[src/rtl/iba_pkg.sv]
// ----------------------------------------------------------------------------
// iba_pkg
// Shared types and codes of the indexed block allocator.
// ----------------------------------------------------------------------------
package iba_pkg;

  localparam int ACTION_W = 2;
  localparam int KEY_W    = 32;
  localparam int CNT_W    = 7;
  localparam int BLK_W    = 7;
  localparam int STATUS_W = 3;
  localparam int FREE_W   = 8;

  typedef enum logic [ACTION_W-1:0] {
    ACT_INSERT    = 2'd0,
    ACT_DELETE    = 2'd1,
    ACT_TRANSLATE = 2'd2,
    ACT_NONE      = 2'd3
  } action_t;

  typedef enum logic [STATUS_W-1:0] {
    ST_OK        = 3'd0,
    ST_TOO_BIG   = 3'd1,
    ST_EXISTS    = 3'd2,
    ST_NO_SLOT   = 3'd3,
    ST_NOT_FOUND = 3'd4,
    ST_BAD_INDEX = 3'd5
  } status_t;

  typedef struct packed {
    logic [ACTION_W-1:0] action;
    logic [KEY_W-1:0]    file_key;
    logic [CNT_W-1:0]    block_count;
    logic [CNT_W-1:0]    logical_index;
  } req_t;

  typedef struct packed {
    logic [STATUS_W-1:0] status;
    logic [BLK_W-1:0]    index_blk;
    logic [BLK_W-1:0]    physical_block;
    logic [CNT_W-1:0]    file_blocks;
    logic [FREE_W-1:0]   free_blocks;
  } rsp_t;

endpackage

[src/rtl/iba_queue.sv]
// ----------------------------------------------------------------------------
// iba_queue
// Two-entry request queue between front and back end.
// ----------------------------------------------------------------------------
module iba_queue (
  input  logic          clk,
  input  logic          rst,
  input  logic          in_valid,
  output logic          in_ready,
  input  iba_pkg::req_t in_data,
  output logic          out_valid,
  input  logic          out_ready,
  output iba_pkg::req_t out_data
);
  iba_pkg::req_t mem [2];
  logic       wptr, rptr;
  logic [1:0] fill;
  logic       push, pop;

  assign in_ready  = (fill != 2'd2);
  assign out_valid = (fill != 2'd0);
  assign out_data  = mem[rptr];
  assign push      = in_valid && in_ready;
  assign pop       = out_valid && out_ready;

  always_ff @(posedge clk) begin
    if (push) mem[wptr] <= in_data;
    if (rst) begin
      wptr <= 1'b0;
      rptr <= 1'b0;
      fill <= 2'd0;
    end else begin
      if (push) wptr <= ~wptr;
      if (pop)  rptr <= ~rptr;
      fill <= fill + {1'b0, push} - {1'b0, pop};
    end
  end
endmodule

[config.mk]
export PLATFORM = sky130hd
export DESIGN_NAME = iba_queue
export DESIGN_NICKNAME = d
export VERILOG_FILES = /design/src/rtl/iba_pkg.sv /design/src/rtl/iba_queue.sv
export SDC_FILE = /design/constraint.sdc
export NUM_CORES = 1
export LEC_CHECK = 0
export ABC_CLOCK_PERIOD_IN_PS = 6380
export BUFFER_PORTS_ARGS = -buffer_cell sky130_fd_sc_hd__buf_2
export CAP_MARGIN = 30
export CORE_MARGIN = 2
export CORE_UTILIZATION = 36
export DETAILED_ROUTE_END_ITERATION = 16
export GPL_TIMING_DRIVEN = 0
export PLACE_DENSITY = 0.58
export SLEW_MARGIN = 20
export SYNTH_ARGS = -nofsm -noshare
export SYNTH_HDL_FRONTEND = slang
export SYNTH_SLANG_ARGS = --single-unit
[constraint.sdc]
create_clock -name clk -period 6.38 [get_ports clk]
set_clock_uncertainty 0.05 [all_clocks]
set_input_delay 0.957 -clock clk [delete_from_list [all_inputs] [get_ports clk]]
set_output_delay 0.957 -clock clk [all_outputs]
set_load 0.01 [all_outputs]
* Yosys cells after proc, flatten, opt, wreduce, memory -nomap -nowiden
Memories as Yosys holds them, arrays and structs flattened. A register that Yosys moved wholly into a read port is not among the register bits. Index checks and enable logic that the tools add are counted.
Operators by class: add/subtract/negate cells 2, equality and inequality tests 1, multiplexer cells 4, bitwise operators 2, reductions and logical operators 3
Operators by type and width (count):
- 1-bit two-way mux | 4
- 2-bit by 1-bit adder with 2-bit output | 1
- 1-bit logical AND | 2
- 2-bit inequality test, second input constant | 1
- 1-bit inverter | 2
- 2-bit nonzero test | 1
- 2-bit by 1-bit subtractor with 2-bit output | 1
Storage, ports and cells: flip-flop bits (word level) 4, memory bits (writable) 96, input bits 52, output and inout port bits 50, logic and storage cells 16, memories kept 1
Memory list:
- mem | depth 2, width 48, read ports 1, clocked after memory_dff 1, wr ports 1, line iba_queue.sv:15 | iba_pkg::req_t mem [2];

* Logic depth before layout (Yosys ltp)
Gate-level depths: netlist (run 1).
word-level depth 4, depth in mapped cells 8, depth with buffers taken out 8

* Worst setup path after synthesis (run 1)
No wires, ideal clock.
kind input to register, start point input port in_valid, end point memory mem[0][0] (netlist name), enable pin, setup time 454 ps, arrival 3056 ps, required time 5876 ps, path slack 2821 ps, cell stages on the path 2, path buffers 0, path through nand2_1 nor2_1
On the way: longest elaborated chain between the ends 3
RTL lines:
- start, declared | line iba_queue.sv:8 | input logic in_valid,
- 1-bit logical AND | line iba_queue.sv:23 | assign push = in_valid && in_ready;
- 1-bit two-way mux | line iba_queue.sv:27 | if (push) mem[wptr] <= in_data;
- 1-bit two-way mux (implied by the code) | line iba_queue.sv:27
- end, declared | line iba_queue.sv:15
No other way between the ends.

==> results.yml, run 1 <==
die:
  start_util: 0.369
  die_h_um: 106
  die-area_mm2: 0.0113
  fp-row-count: 37
  die_w_um: 106
  io-pin-count: 102
  design.core.area_mm2: 0.0102
drt:
  dr.pass1.iters: 4
  drt_iter0_markers: 66
  viasPerCell: 4.49
  wl_um: 6140
  vias: 1920
  ant_nets: 0
  avgRoutedWirePerCell_um: 14.4
  drc: 0
synthesis:
  ys_types: 17
  synth.avg_cell_area_um2: 21.8
  syn_area_mm2: 0.00377
  synth_cells: 173
  yosysSeqAreaShare: 0.791
  ys_warn_count: 0
  yosys_register_bits: 101
  synth_fp_nets: 227
job:
  drv_cap: 0
clock_network:
  clk_pin_slew_worst_paths_ps: 100
  cts_made_buffers: 9
  htree_levels: 3
  cts.path.max_buffers: 2
  cts_sinks: 101
  cts_tree: "yes"
  cts_hold_buf: 0
  cts_root_buf: "clkbuf_8"
  clk_latency_ps: 350
  cts-resized-gates: 0
  cts_setup_buffers: 0
worst_setup_path:
  crit_slowest_cell: "dfxtp_1"
  crit_chain: "buf_6 -> buf_6 -> mux2_4 -> buf_2"
  crit_family: "buffers and inverters"
  worst_setup_path_start_kind: "flop"
  r2r-end: "fill[1]$_SDFF_PP0_"
  cp.required_ps: 5370
  criticalPathCategory: "flop to output port"
  worstPathMaxFanout: 10
  rr_startpoint: "fill[0]$_SDFF_PP0_"
  reg2reg_depth: 8
  crit_buf_inv: 3
  end_kind: "output port"
  slowest_delay_ps: 370
  cp_common_cell: "buf_6"
  cp_data_arrival_time_ps: 1540
  ff2ff_setup_slack_ps: 4710
sta:
  rsz0062_at_grt: "no"
  timing_hold_violations_final: 0
  drv_slew: 0
  worst_pin_slew_ps: 706
  relSlewSlack: 0.529
  period_needed_ps: 2550
  post-route-period-util: 0.399
  fmax_mhz: 392
  setup_ws_ps: 3830
  finalSetupViolations: 0
  fin_tns_setup_ps: 0
hold_path:
  whs_endpoint: "rptr$_SDFFE_PP0P_"
  min_path_type: "flop to flop"
  worstHoldPathCells: 2
  worstHoldStart: "rptr$_SDFFE_PP0P_"
finish:
  layout.cells.non_filler: 428
  fin_nets: 341
  antenna_cells: 0
  design_area_mm2: 0.00467
  drive_gt1_frac: 0.596
  area_growth_pct: 23.7
  utilization: 0.456
global_routing:
  grt_pass1_vias: 2045
  antenna_found_initial: 0
  grt_pass1_wl_um: 9690
  grt_overflow_total: 0
  grt_max_degree: 49
  grt_use_total: 0.113
place:
  post_dp_cell_area_mm2: 0.00450
  io_buffers: 101
  placed_cells: 412
  post-place-ws_ps: 4160
  dp_hpwl_um: 4100
  gp_congestion: 0.648
power:
  p_leak_nw: 1.77
  peakVddDrop_uv: 191
  power_density_mw_per_mm2: 360
run_status:
  outcome: "finished clean"
[per-stage QoR]
step	total power (W)	hold slack, ps
after floorplan	0.00118	431
after global placement	0.00135	448
after detailed placement	0.00136	460
after CTS	0.00171	486
after global routing	0.00177	517
final	0.00168	481
[worst reg2reg max path: cells and delay by family (launching register included)]
kind                       cells  cell delay, ps
and+or+nand+nor                3             320
buffers and inverters          1              40
DFF                            1             390
adders and majority gates      2             480
xor gates and xnor gates       2             310
[flip-flops by register name, summed over array words and instances (netlist names), named ones only]
register,cells
mem,96
fill,2
rptr,1
wptr,1
[how the worst max path moves through the flow]
| stage | startpoint | cells after the start | endpoint |
|---|---|---|---|
| floorplan | in_valid | 2 | mem[0][0]$_DFFE_PP_ |
| global placement | in_valid | 3 | mem[0][46]$_DFFE_PP_ |
| detailed placement | out_ready | 8 | fill[1]$_SDFF_PP0_ |
| CTS | flop | 4 | out_data[41] |
| global route | flop | 4 | out_data[34] |
| finish | flop | 4 | out_data[34] |
[cell usage after synthesis (all sizes together)]
library cell,instances,area share
o21a,1,0.0020
nor2,5,0.0050
buf,5,0.012
nand2b,1,0.0023
xnor2,2,0.0046
ha,2,0.0066
or2,1,0.0017
nor2b,2,0.0033
dfxtp,5,0.027
xor2,1,0.0023
edfxtp,96,0.76
nand2,1,0.00099
and3,1,0.0017
inv,1,0.00099
mux2,49,0.17
[logic make-up after synthesis]
logic type,Yosys count,synth area share
muxes,49,0.166
DFF,101,0.791
xor gates and xnor gates,3,0.00697
and+or+nand+nor,11,0.0149
adders and majority gates,2,0.00663
AOI/OAI and AO/OA,1,0.00199
buffers and inverters,6,0.0126
[cell type report]
class / count / area [µm²]
repair buffers: 103 / 546
inverters: 1 / 3.75
plain buffers: 5 / 43.8
multi-input cells: 66 / 754
clock inverters: 6 / 40.0
fillers: 938 / 5560
flip-flops and latches: 101 / 2980
clock buffers: 10 / 128
well taps: 136 / 170
[power by group]
part	internal (W)	leakage [nW]	switching [W]
Sequential	0.000832	0.938	0.0000259
Combinational	0.000243	0.758	0.000232
Clock	0.000141	0.0776	0.000206
[per-layer routing]
layer,wire length [µm],track usage,vias to the layer above
li1,-,-,900
met1,2470,0.128,940
met2,3120,0.192,68
met3,451,0.0374,12
met4,99,0.0508,0
met5,0,0,-
[layout by cell type (no fill, tap or decap), drive strengths merged]
cell	instances
and3	1
nand2b	1
mux2	49
buf	108
edfxtp	96
clkinvlp	2
dfxtp	5
or2	1
inv	1
xor2	1
nand2	1
xnor2	2
clkinv	4
clkbuf	10
o21a	1
nor2	5
ha	2
nor2b	2
No activity file was read; power rests on OpenSTA's default activity.
==> run 2: changes to the inputs <==
--- a/config.mk
+++ b/config.mk
@@ -5,14 +5,15 @@
 export SDC_FILE = /design/constraint.sdc
 export NUM_CORES = 1
 export LEC_CHECK = 0
-export ABC_CLOCK_PERIOD_IN_PS = 6380
+export ABC_AREA = 1
+export ABC_CLOCK_PERIOD_IN_PS = 2300
 export BUFFER_PORTS_ARGS = -buffer_cell sky130_fd_sc_hd__buf_2
 export CAP_MARGIN = 30
 export CORE_MARGIN = 2
 export CORE_UTILIZATION = 36
 export DETAILED_ROUTE_END_ITERATION = 16
 export GPL_TIMING_DRIVEN = 0
-export PLACE_DENSITY = 0.58
+export PLACE_DENSITY = 0.61
 export SLEW_MARGIN = 20
 export SYNTH_ARGS = -nofsm -noshare
 export SYNTH_HDL_FRONTEND = slang
==> constraint.sdc (replaced) <==
create_clock -name clk -period 2.3 [get_ports clk]
set_clock_uncertainty 0.05 [all_clocks]
set_input_delay 0.345 -clock clk [delete_from_list [all_inputs] [get_ports clk]]
set_output_delay 0.345 -clock clk [all_outputs]
set_load 0.01 [all_outputs]
==> run 2 against run 1 <==
Net effect:
- count of clock-buffer cells in the layout down 1
- via count up 3.0%
- total power rose to 2.8 times the previous value
- core utilization up 0.61 points
- wire length up 3.4%
- critical endpoint is now out_data[43]
- synthesized cell count up 7.5%
==> results.yml, run 2 <==
sta:
  fmax_mhz: 514
  setup_ws_ps: 355
  timing_hold_violations_final: 0
  finalSetupViolations: 0
  hold_ws_ps: 87.3
  drv_slew: 0
  period_needed_ps: 1950
  rsz0062_at_grt: "no"
  worst_pin_slew_ps: 452
  post-route-period-util: 0.846
  relSlewSlack: 0.698
synthesis:
  synth_edf_count: 96
  synth_area_leader_cell: "edfxtp_1"
  ys_types: 12
  netlist.area_leader.share: 0.761
  ys_warn_count: 0
  yosys_register_bits: 101
  yosysSeqAreaShare: 0.788
  synth.most_common_cell: "edfxtp_1"
  synth_cells: 186
  synth_ff_type: "edfxtp_1"
  synthArstFlopShare: 0
  synth_fp_nets: 240
  yosys-top-cells-area: "edfxtp_1 76%, mux2_2 8.3%, mux2_4 7.9%"
  syn_area_mm2: 0.00379
  synthTopCellsByCount: "96 x edfxtp_1, 28 x mux2_2, 20 x mux2_4"
  synth.avg_cell_area_um2: 20.4
drt:
  drc: 0
  dr.pass1.iters: 4
  ant_nets: 0
  drt_iter0_markers: 59
  avgRoutedWirePerCell_um: 14.3
  wl_um: 6360
  viasPerCell: 4.47
  vias: 1978
global_routing:
  grt_overflow_total: 0
  antenna_found_initial: 0
  grt_pass1_wl_um: 9780
  grt_max_degree: 20
  grt_use_total: 0.116
  grt_pass1_vias: 2016
finish:
  fillers: 929
  fin_nets: 356
  antenna_cells: 0
  design_area_mm2: 0.00475
  largest_register_ffs: 96
  largest_register: "mem"
  utilization: 0.462
  final_cell_mix: "103 x buf_2, 96 x edfxtp_1, 28 x mux2_2"
  top_regs: "mem (96), fill (2)"
  mostFrequentLayoutCell: "buf_2"
  area_growth_pct: 25.5
  drive_gt1_frac: 0.570
die:
  die_w_um: 107
  io-pin-count: 102
  design.core.area_mm2: 0.0103
  fp-row-count: 37
  die_h_um: 107
  die-area_mm2: 0.0114
  start_util: 0.368
worst_setup_path:
  cp.required_ps: 1900
  cp_data_arrival_time_ps: 1550
  worst_setup_path_start_kind: "flop"
  worstPathMaxFanout: 10
  criticalPathCategory: "flop to output port"
  end_kind: "output port"
place:
  gp_congestion: 0.671
  post_dp_cell_area_mm2: 0.00458
  dp_hpwl_um: 4340
  io_buffers: 101
  post-place-ws_ps: 478
run_status:
  outcome: "finished clean"
clock_network:
  cts_setup_buffers: 0
  clk_latency_ps: 360
  cts_sinks: 101
  cts_root_buf: "clkbuf_8"
  cts_tree: "yes"
  cts-resized-gates: 0
  clk_pin_slew_worst_paths_ps: 100
  htree_levels: 3
  cts_made_buffers: 9
  cts.path.max_buffers: 2
  cts_hold_buf: 0
hold_path:
  min_path_type: "input port to flop"
power:
  power_density_mw_per_mm2: 999
  p_leak_nw: 1.85
  peakVddDrop_uv: 556
job:
  drv_cap: 0
[run 2: cell types whose count changed in the layout (fill, tap and decap cells not counted), sizes merged, moves of 2 or more]
cell,previous run,this run
a21oi,0,2
buf,108,110
clkinvlp,2,0
inv,1,11
nand2,1,8
nand3,0,3
nor2,5,9
nor2b,2,0
xnor2,2,0
[run 2: critical path, cell delays in order, from the launching register on]
cell and delay, ps:
dfxtp_1 370, buf_6 180, buf_6 190, mux2_4 320, buf_2 140
[run 2: cell type report]
| class | count | area, µm² | area share |
|---|---|---|---|
| repair buffers | 105 | 616 | 0.130 |
| plain buffers | 5 | 43.8 | 0.00922 |
| inverters | 8 | 30.0 | 0.00632 |
| clock buffers | 9 | 124 | 0.0261 |
| multi-input cells | 72 | 737 | 0.155 |
| clock inverters | 7 | 48.8 | 0.0103 |
| flip-flops and latches | 101 | 2980 | 0.628 |
| well taps | 136 | 170 | 0.0358 |
[run 2: logic make-up after synthesis]
group | after synthesis | synth area share
AO/OA/AOI/OAI | 2 | 0.00264
adder cells (fa/ha/maj) | 2 | 0.00661
buffers and inverters | 13 | 0.0195
flip-flops | 101 | 0.788
multiplexers | 48 | 0.163
AND/OR/NAND/NOR | 20 | 0.0208
[run 2: power by group]
part	switching (W)	internal (W)
sequential	0.0000727	0.00232
combinational	0.000676	0.000679
clock	0.000596	0.000400
total	0.00135	0.00340
[run 2: path summary, 6_finish.rpt]
kind / depth (start not counted) / end / slack [ps] / startpoint
min reg2reg: 2 / rptr$_SDFFE_PP0P_ / 500 / rptr$_SDFFE_PP0P_
max: 4 / out_data[43] / 350 / flop
max reg2reg: 6 / mem[0][29]$_DFFE_PP_ / 490 / fill[0]$_SDFF_PP0_
min: 2 / fill[0]$_SDFF_PP0_ / 90 / rst
[run 2: per-stage QoR]
step / setup TNS (ps) / instances / power, W
6_report: 0 / 443 / 0.00475
3_3_place_gp: -15540 / 423 / 0.00372
4_1_cts: 0 / 443 / 0.00483
2_1_floorplan: 0 / 186 / 0.00328
3_5_place_dp: 0 / 427 / 0.00382
5_1_grt: 0 / 443 / 0.00502
[run 2: routing by layer]
metal,GRT usage,up-vias,part of all wire
met4,0.0529,0,0.018
met1,0.140,959,0.43
met5,0,-,0
met3,0.0374,10,0.066
met2,0.189,69,0.48
li1,-,940,-
